==> src/hw/rtl/unsigned_to_ascii_digits_assert.svh <==
// assertion macros shared by the digit formatter rtl
`ifndef UNSIGNED_TO_ASCII_DIGITS_ASSERT_SVH
`define UNSIGNED_TO_ASCII_DIGITS_ASSERT_SVH

// plain property under the block clock, masked while in reset
`define U2AD_ASSERT(lbl, prop, msg) \
  lbl: assert property (@(posedge clk_i) disable iff (!rst_ni) (prop)) else $error(msg);

// antecedent implies consequent in the following cycle
`define U2AD_ASSERT_NEXT(lbl, ante, cons, msg) \
  lbl: assert property (@(posedge clk_i) disable iff (!rst_ni) (ante) |=> (cons)) \
    else $error(msg);

`endif

==> src/hw/rtl/u2ad_pkg.sv <==
// shared types, constants and functions of the digit formatter
package u2ad_pkg;

  localparam int unsigned MaxDigits = 10;

  // reciprocal of ten, scaled by 2**35, exact for every 32-bit value
  localparam logic [31:0] RecipTen = 32'hCCCC_CCCD;
  localparam int unsigned RecipShift = 35;

  localparam logic [6:0] AsciiZero  = 7'h30;
  localparam logic [6:0] AsciiLower = 7'h61;
  localparam logic [6:0] AsciiUpper = 7'h41;

  typedef struct packed {
    logic load;   // capture a new number
    logic step;   // one conversion step
    logic emit;   // move one character into the output register
  } cmd_t;

  typedef struct packed {
    logic conv_done;  // last digit is being written this step
    logic emit_last;  // next character out is the least significant one
  } sts_t;

  function automatic logic [6:0] digit_to_ascii(logic [3:0] digit, logic upper);
    logic [6:0] base;
    logic [6:0] code;
    base = upper ? AsciiUpper : AsciiLower;
    if (digit < 4'd10) begin
      code = AsciiZero + {3'b000, digit};
    end else begin
      code = base + {3'b000, digit} - 7'd10;
    end
    return code;
  endfunction

endpackage

==> src/hw/rtl/u2ad_ctrl.sv <==
// controller state machine of the digit formatter
`include "unsigned_to_ascii_digits_assert.svh"

module u2ad_ctrl (
  input  logic          clk_i,
  input  logic          rst_ni,
  input  logic          in_valid_i,
  output logic          in_ready_o,
  output logic          out_valid_o,
  input  logic          out_ready_i,
  input  u2ad_pkg::sts_t sts_i,
  output u2ad_pkg::cmd_t cmd_o
);

  localparam logic [1:0] StIdle = 2'd0;
  localparam logic [1:0] StConv = 2'd1;
  localparam logic [1:0] StEmit = 2'd2;

  logic [1:0] state_q, state_d;
  logic       out_valid_q, out_valid_d;

  always_comb begin
    cmd_o       = '0;
    state_d     = state_q;
    out_valid_d = out_valid_q;
    in_ready_o  = 1'b0;
    if (out_valid_q && out_ready_i) begin
      out_valid_d = 1'b0;
    end
    unique case (state_q)
      StIdle: begin
        in_ready_o = 1'b1;
        if (in_valid_i) begin
          cmd_o.load = 1'b1;
          state_d    = StConv;
        end
      end
      StConv: begin
        cmd_o.step = 1'b1;
        if (sts_i.conv_done) begin
          state_d = StEmit;
        end
      end
      StEmit: begin
        // output register is free or being drained this cycle
        if (!out_valid_q || out_ready_i) begin
          cmd_o.emit  = 1'b1;
          out_valid_d = 1'b1;
          if (sts_i.emit_last) begin
            state_d = StIdle;
          end
        end
      end
      default: begin
        state_d = StIdle;
      end
    endcase
  end

  always_ff @(posedge clk_i or negedge rst_ni) begin
    if (!rst_ni) begin
      state_q     <= StIdle;
      out_valid_q <= 1'b0;
    end else begin
      state_q     <= state_d;
      out_valid_q <= out_valid_d;
    end
  end

  assign out_valid_o = out_valid_q;

  `U2AD_ASSERT(a_emit_slot_free, !cmd_o.emit || !out_valid_q || out_ready_i, "emit overwrote a pending transaction")
  `U2AD_ASSERT_NEXT(a_last_to_idle, cmd_o.emit && sts_i.emit_last, state_q == StIdle, "run did not end after last char")
  `U2AD_ASSERT_NEXT(a_load_to_conv, cmd_o.load, state_q == StConv, "load did not start conversion")

endmodule

==> src/hw/rtl/u2ad_datapath.sv <==
// conversion datapath: reciprocal divide, digit buffer and output register
`include "unsigned_to_ascii_digits_assert.svh"

module u2ad_datapath (
  input  logic           clk_i,
  input  logic           rst_ni,
  input  u2ad_pkg::cmd_t cmd_i,
  output u2ad_pkg::sts_t sts_o,
  input  logic [31:0]    value_i,
  input  logic [1:0]     opcode_i,
  output logic [6:0]     char_code_o,
  output logic           last_char_o,
  output logic [3:0]     digit_count_o
);

  logic [31:0] value_q;
  logic [31:0] prev_q;
  logic        hex_q;
  logic        upper_q;
  logic        pending_q;
  logic [3:0]  wr_ptr_q;
  logic [3:0]  rd_ptr_q;
  logic [3:0]  count_q;
  logic [3:0]  digits_q [u2ad_pkg::MaxDigits];
  logic [6:0]  char_q;
  logic        last_q;
  logic [3:0]  out_count_q;

  logic [63:0] prod;
  logic [31:0] quot;
  logic [3:0]  rem;

  assign prod = {32'h0, value_q} * {32'h0, u2ad_pkg::RecipTen};
  // a 32-bit value over ten fits in 29 bits
  assign quot = hex_q ? {4'h0, value_q[31:4]} : {3'h0, prod[u2ad_pkg::RecipShift +: 29]};

  // remainder is below the radix, so the low nibble of prev - q*radix is enough
  assign rem = hex_q ? prev_q[3:0] : 4'(prev_q[3:0] - 4'(value_q[3:0] * 4'd10));

  assign sts_o.conv_done = pending_q && (value_q == 32'h0);
  assign sts_o.emit_last = (rd_ptr_q == 4'd0);

  always_ff @(posedge clk_i or negedge rst_ni) begin
    if (!rst_ni) begin
      pending_q <= 1'b0;
      wr_ptr_q  <= '0;
      rd_ptr_q  <= '0;
    end else begin
      if (cmd_i.load) begin
        pending_q <= 1'b0;
        wr_ptr_q  <= '0;
      end else if (cmd_i.step) begin
        pending_q <= 1'b1;
        if (pending_q) begin
          wr_ptr_q <= wr_ptr_q + 4'd1;
          if (sts_o.conv_done) begin
            rd_ptr_q <= wr_ptr_q;
          end
        end
      end else if (cmd_i.emit && !sts_o.emit_last) begin
        rd_ptr_q <= rd_ptr_q - 4'd1;
      end
    end
  end

  always_ff @(posedge clk_i) begin
    if (cmd_i.load) begin
      value_q <= value_i;
      hex_q   <= |opcode_i;
      upper_q <= opcode_i[1];
    end else if (cmd_i.step) begin
      value_q <= quot;
      prev_q  <= value_q;
      if (pending_q) begin
        digits_q[wr_ptr_q] <= rem;
        if (sts_o.conv_done) begin
          count_q <= wr_ptr_q + 4'd1;
        end
      end
    end
    if (cmd_i.emit) begin
      char_q      <= u2ad_pkg::digit_to_ascii(digits_q[rd_ptr_q], upper_q);
      last_q      <= sts_o.emit_last;
      out_count_q <= count_q;
    end
  end

  assign char_code_o   = char_q;
  assign last_char_o   = last_q;
  assign digit_count_o = out_count_q;

  `U2AD_ASSERT(a_wr_ptr_range, wr_ptr_q <= 4'(u2ad_pkg::MaxDigits), "digit buffer overrun")
  `U2AD_ASSERT(a_rd_ptr_range, rd_ptr_q < 4'(u2ad_pkg::MaxDigits), "read pointer out of range")
  `U2AD_ASSERT(a_no_mixed_cmd, $onehot0({cmd_i.load, cmd_i.step, cmd_i.emit}), "overlapping commands")

endmodule

==> src/hw/rtl/unsigned_to_ascii_digits.sv <==
// Unsigned 32-bit number to ASCII digits, decimal or lower/upper-case hex, most significant
// digit first with leading zeros dropped (zero gives a single '0'). Each output transaction is
// one character with a last-of-run flag and the run's total digit count. One number is
// handled at a time: after the input transaction the converter produces the number's digits
// (one reciprocal multiply by 1/10, or a 4-bit shift for hex, per cycle) into a small digit
// buffer, then emits one character per cycle while the output is not stalled, through a
// single output register. Input ready is high only between runs.
module unsigned_to_ascii_digits (
  input  logic        clk_i,
  input  logic        rst_ni,
  input  logic        in_valid_i,
  output logic        in_ready_o,
  input  logic [31:0] value_i,
  input  logic [1:0]  opcode_i,
  output logic        out_valid_o,
  input  logic        out_ready_i,
  output logic [6:0]  char_code_o,
  output logic        last_char_o,
  output logic [3:0]  digit_count_o
);

  u2ad_pkg::cmd_t cmd;
  u2ad_pkg::sts_t sts;

  u2ad_ctrl u_ctrl (
    .clk_i       (clk_i),
    .rst_ni      (rst_ni),
    .in_valid_i  (in_valid_i),
    .in_ready_o  (in_ready_o),
    .out_valid_o (out_valid_o),
    .out_ready_i (out_ready_i),
    .sts_i       (sts),
    .cmd_o       (cmd)
  );

  u2ad_datapath u_datapath (
    .clk_i         (clk_i),
    .rst_ni        (rst_ni),
    .cmd_i         (cmd),
    .sts_o         (sts),
    .value_i       (value_i),
    .opcode_i      (opcode_i),
    .char_code_o   (char_code_o),
    .last_char_o   (last_char_o),
    .digit_count_o (digit_count_o)
  );

endmodule
==> config.mk <==
export PLATFORM = sky130hd
export DESIGN_NAME = unsigned_to_ascii_digits
export DESIGN_NICKNAME = d
export VERILOG_FILES = /design/src/hw/rtl/u2ad_pkg.sv /design/src/hw/rtl/u2ad_ctrl.sv /design/src/hw/rtl/u2ad_datapath.sv /design/src/hw/rtl/unsigned_to_ascii_digits.sv
export VERILOG_INCLUDE_DIRS = /design/src /design/src/hw/rtl
export SDC_FILE = /design/constraint.sdc
export NUM_CORES = 1
export LEC_CHECK = 0
export BUFFER_PORTS_ARGS = -buffer_cell sky130_fd_sc_hd__buf_2
export CAP_MARGIN = 20
export CORE_ASPECT_RATIO = 1.75
export CORE_MARGIN = 3
export CORE_UTILIZATION = 57
export CTS_BUF_LIST = sky130_fd_sc_hd__clkbuf_8 sky130_fd_sc_hd__clkbuf_16
export DETAILED_ROUTE_END_ITERATION = 10
export GPL_ROUTABILITY_DRIVEN = 0
export PLACE_DENSITY = 0.87
export SETUP_SLACK_MARGIN = 0.02
export SLEW_MARGIN = 10
export SYNTH_ARGS = -nofsm -noshare
export SYNTH_HDL_FRONTEND = slang
export SYNTH_SLANG_ARGS = --single-unit
==> constraint.sdc <==
create_clock -name clk_i -period 7 [get_ports clk_i]
set_clock_uncertainty 0.15 [all_clocks]
set_input_delay 0.35 -clock clk_i [delete_from_list [all_inputs] [get_ports clk_i]]
set_output_delay 0.35 -clock clk_i [all_outputs]
set_load 0.05 [all_outputs]
==> flow_summary.yaml, run 1 <==
place:
  io_buffer_count: 51
  dpl_cell_area_um2: 25600
  pre_cts_slack_ps: -984
  hpwlAfterDp_mm: 71.3
run_status:
  firstError: "[ERROR GRT-0116] Global routing finished with congestion. Check the congestion regions in the DRC Viewer."
  status: "aborted with a tool error"
  failing_step: "global routing (5_1_grt)"
yosys:
  synth_compound_area_share_pct: 8.46
  ys.flop_type: "edfxtp_1"
  yosys.area.top_type_share_pct: 35.1
  synth-seq-cells: 106
  synthAdderAreaFrac_pct: 56.1
  synth_edf_count: 94
  synth-xor-area-share_pct: 3.06
  synth_area_leader_cell: "fa_1"
  synth_top_family_by_area: "adder cells"
  synth_area_leaders: "fa_1 (35%), ha_1 (21%), edfxtp_1 (13%), inv_1 (9.8%), a21oi_1 (2.5%)"
  syn-num-nets: 2946
  yosys_warnings: 0
  synth.distinct_cells: 63
  async_reset_ff_share_pct: 11.3
  synth-simple-area-share_pct: 6.15
  muxShareOfSynthArea_pct: 1.51
  syn_avg_cell_area_um2: 10.2
  netlist_area_um2: 22000
  synthCells: 2152
  yosysSeqAreaShare_pct: 14.2
clocking:
  cts_buffers: 9
  cts_buffer_depth: 2
  htreeDepth: 3
  ctsRootBufferMaster: "clkbuf_16"
  cts.sinks: 106
global_route:
  grt_pass1_vias: 25100
  grt_max_degree: 47
  grt_first_pass_wirelength_mm: 171
  grtUsageTotal_pct: 57.8
  grt_overflow: 72
die:
  chipHeight_um: 266
  die_x_um: 155
  ios: 52
  fp-row-count: 94
  initial_core_util_pct: 58.2
-- routing by layer --
metal | GRT overflow | global-route usage, %
met2 | 36 | 76.3
met5 | 0 | 11.1
met3 | 1 | 41.7
met4 | 35 | 62.2
met1 | 0 | 53.7
-- cell usage after synthesis, drive strengths merged, types with 3 or more instances --
library cell and instances:
inv 576, fa 387, ha 369, a21oi 112, edfxtp 94, nand2 73
o21ai 64, nor2 52, xor2 44, a21o 42, clkbuf 38, xnor2 33
nand4 27, and2 25, nand3 22, and3 18, nor3 15, mux2i 13
dfrtp 12, a211oi 11, o21a 11, o21bai 11, o211ai 9, mux4 8
nor2b 8, a221o 7, or2 7, nor4 6, or3 6, buf 5
a31oi 4, nand2b 4, o22ai 4, o31a 4, a311oi 3, a32o 3
nor3b 3, o31ai 3
-- kinds of logic after synthesis --
kind of cell               after synthesis
adders and majority gates              756
buffers and inverters                  619
AOI/OAI and AO/OA                      299
and+or+nand+nor                        272
DFF                                    106
xor gates and xnor gates                77
muxes                                   23
-- stage by stage --
stage               std cells  TNS, ps
floorplan                2152    -63.9
global placement         2991   -11050
detailed placement       2991   -18450
CTS                      3032    -8230
-- what timing repair did --
item / 4_1_cts
endpoints found under the setup margin: 29
buffers inserted: 27
gates resized for setup: 138
cloned: 0
hold buffers: 1
pin swaps: 84
hold endpoints to repair: 12
==> run 2: changes to the inputs <==
Settings changed: CORE_ASPECT_RATIO 1.75 to not set, CORE_UTILIZATION 57 to 40, CTS_BUF_LIST sky130_fd_sc_hd__clkbuf_8 sky130_fd_sc_hd__clkbuf_16 to not set, PLACE_DENSITY 0.87 to not set, PLACE_DENSITY_LB_ADDON set to 0.15, SETUP_SLACK_MARGIN 0.02 to not set.
Clock period 7 ns to 9.1 ns, I/O delays scaled along.
==> run 2 against run 1 <==
  * The flow now finishes without violations
  * Synthesized cell count is the same
  * Area after synthesis is the same
==> flow_summary.yaml, run 2 <==
run_status:
  status: "finished, final reports clean"
worst_setup_path:
  criticalPathCategory: "register to register"
  cp.required_ps: 9090
  startpoint_type: "register"
  path_max_fanout: 8
  cp-end-kind: "register"
  arrival_ps: 8670
  r2r_start: "u_datapath.value_q[19]"
  startpoint: "u_datapath.value_q[19]"
clocking:
  post_cts_resized: 0
  cts_buffer_depth: 2
  tritoncts: "built"
  htreeDepth: 3
  clk_pin_slew_ps: 110
  cts_buffers: 9
  ctsRootBufferMaster: "clkbuf_16"
  post_cts_buffers: 0
  cts.sinks: 106
  insertion_delay_ps: 390
sta:
  min_period_ps: 8680
  max-slew-margin-rel_pct: 28.4
  finalSetupViolations: 0
  slew_viol_final: 0
  setup_tns_ps: 0
  hold_violations: 0
  rsz0062_at_grt: "false"
  period_share_pct: 95.4
  fmax_ghz: 0.115
  worst_pin_slew_ps: 1070
yosys:
  synth_area_leaders: "fa_1 (35%), ha_1 (21%), edfxtp_1 (13%), inv_1 (9.8%), a21oi_1 (2.5%)"
  synth-seq-cells: 106
  ys.flop_type: "edfxtp_1"
  yosys_warnings: 0
  yosysSeqAreaShare_pct: 14.2
  synthTopCellsByCount: "inv_1 (575), fa_1 (387), ha_1 (369), a21oi_1 (111), edfxtp_1 (94)"
  yosys.area.top_type_share_pct: 35.1
  syn_avg_cell_area_um2: 10.2
  async_reset_ff_share_pct: 11.3
  netlist_area_um2: 22000
  synth.distinct_cells: 63
  synth_edf_count: 94
  synthCells: 2152
  synth.most_common_cell: "inv_1"
  syn-num-nets: 2946
  synth_area_leader_cell: "fa_1"
pwr:
  pwr-share-comb_pct: 1.1
  sw_frac_of_total_pct: 23.0
  intPower_mw: 0.723
  power.density_nw_per_um2: 40.1
  clkPwrFrac_pct: 43.3
  cellLeakagePower_nw: 12.0
  pwr-share-seq_pct: 55.6
  p_switching_mw: 0.216
  ir_drop_uv: 112
place:
  dp_cells: 2866
  hpwlAfterDp_mm: 60.4
  io_buffer_count: 51
die:
  die_x_um: 241
  chipHeight_um: 241
  initial_core_util_pct: 40.7
  core_area_um2: 54100
  ios: 52
  fp-row-count: 85
  fp.dieArea_um2: 58000
drt:
  routed_wl_mm: 68.7
  wl_met3_mm: 3.49
  wl_per_cell_um: 23.8
  wl_met2_mm: 33.5
  first_pass_iters: 5
  route.detailed.drc: 0
  vias: 15300
  drtIter0Drc: 1112
  highest_layer: "met4"
  ant_nets: 0
  via_per_inst: 5.32
  wl_met1_mm: 29.8
cells_and_area:
  diodes: 0
  largest_reg_flops: 40
  regMostFlops: "u_datapath.digits_q"
  finish.net_count: 2976
  instances_no_fill: 2883
  seqCellArea_um2: 3120
  final_common_cell: "inv_1"
  area_delta_synth_final_pct: 6.07
  multiInputGateArea_um2: 16600
  nFillCells: 5331
  layout_common_cells: "inv_1 (575), fa_1 (387), ha_1 (369)"
  drive_above_1_share_pct: 4.66
run:
  cap_viol_max_count: 0
global_route:
  grt_first_pass_wirelength_mm: 104
  grtUsageTotal_pct: 24.6
  grt_max_degree: 47
  grt_overflow: 0
  grt_pass1_vias: 16500
  antenna_found_initial: 0
worst_hold_path:
  min-delay-path-class: "input pin to register"
  hold_path_startpoint: "opcode_i[1]"
run 2: cell counts after synthesis:
No cell type changed its count.
run 2: worst paths after layout:
check / to / slack, ps / depth (start not counted)
worst max-delay path: u_datapath.value_q[26] / 420 / 25
worst min-delay path: u_datapath.upper_q / 130 / 1
worst max register to register: u_datapath.value_q[26] / 420 / 25
worst min register to register: u_datapath.digit_count_o[2] / 270 / 0
max in group asynchronous: u_datapath.rd_ptr_q[2] / 8210 / 2
min in group asynchronous: u_datapath.rd_ptr_q[1] / 360 / 2
run 2: per-layer routing:
layer | GRT usage (%) | vias to the layer above
met3 | 3.42 | 82
met4 | 6.46 | 0
met2 | 41.6 | 449
met5 | 0 | -
met1 | 33.4 | 7841
li1 | - | 6955
run 2: repair_timing:
action | CTS | global route
hold buffers | 1 | 0
endpoints found under the setup margin | 0 | 0
endpoints found under the hold margin | 12 | 0
run 2: area by class of cell:
class	instances	area share [%]
Tap cell	696	3.72
Clock inverter	7	0.294
Inverter	576	9.25
Clock buffer	9	0.963
Multi-Input combinational cell	1427	71.0
Timing Repair Buffer	62	1.46
Sequential cell	106	13.4
run 2: critical path, cell delays in order (launching register included):
cell	delay [ps]
edfxtp_1	810
inv_1	100
ha_1	590
inv_1	150
fa_1	510
inv_1	60
fa_1	500
inv_1	60
fa_1	500
inv_1	70
fa_1	560
fa_1	440
fa_1	500
inv_1	50
fa_1	490
inv_1	40
ha_1	400
nand4_1	150
or4_1	560
or3_1	350
o22ai_2	290
o21a_4	240
o21ai_2	130
o21bai_1	190
xnor2_1	80
a21oi_1	410
run 2: stage by stage:
| step | worst slack [ps] | util, % | power [mW] | hold slack (ps) | instance area [µm²] |
|---|---|---|---|---|---|
| floorplan | 1890 | - | 0.533 | 9.41 | 22000 |
| global placement | 620 | 42.6 | 0.543 | 208 | 23100 |
| detailed placement | 558 | 42.6 | 0.543 | 216 | 23100 |
| CTS | 521 | 43.2 | 0.949 | 112 | 23400 |
| global route | 135 | 43.2 | 0.975 | 118 | 23400 |
| finish | 418 | 43.2 | 0.939 | 133 | 23400 |
run 2: power groups by stage:
stage	Combinational, mW	Sequential, mW	Clock (mW)
4_1_cts	0.0107	0.522	0.416
2_1_floorplan	0.000352	0.533	0
6_report	0.0105	0.522	0.407
3_3_place_gp	0.0100	0.533	0
3_5_place_dp	0.0103	0.533	0
5_1_grt	0.0118	0.522	0.441
run 2: cells by family (layout without fill, tap and decap cells):
kind of cell    after synthesis  in the layout  synth area share, %
buf+inv                     619            654                 10.6
xor+xnor                     77             77                 3.06
simple gates                272            272                 6.15
mux                          23             23                 1.51
flops                       106            106                 14.2
fa+ha+maj                   756            756                 56.1
compound gates              299            299                 8.46
Note: power is estimated with default switching activity, not from simulation.
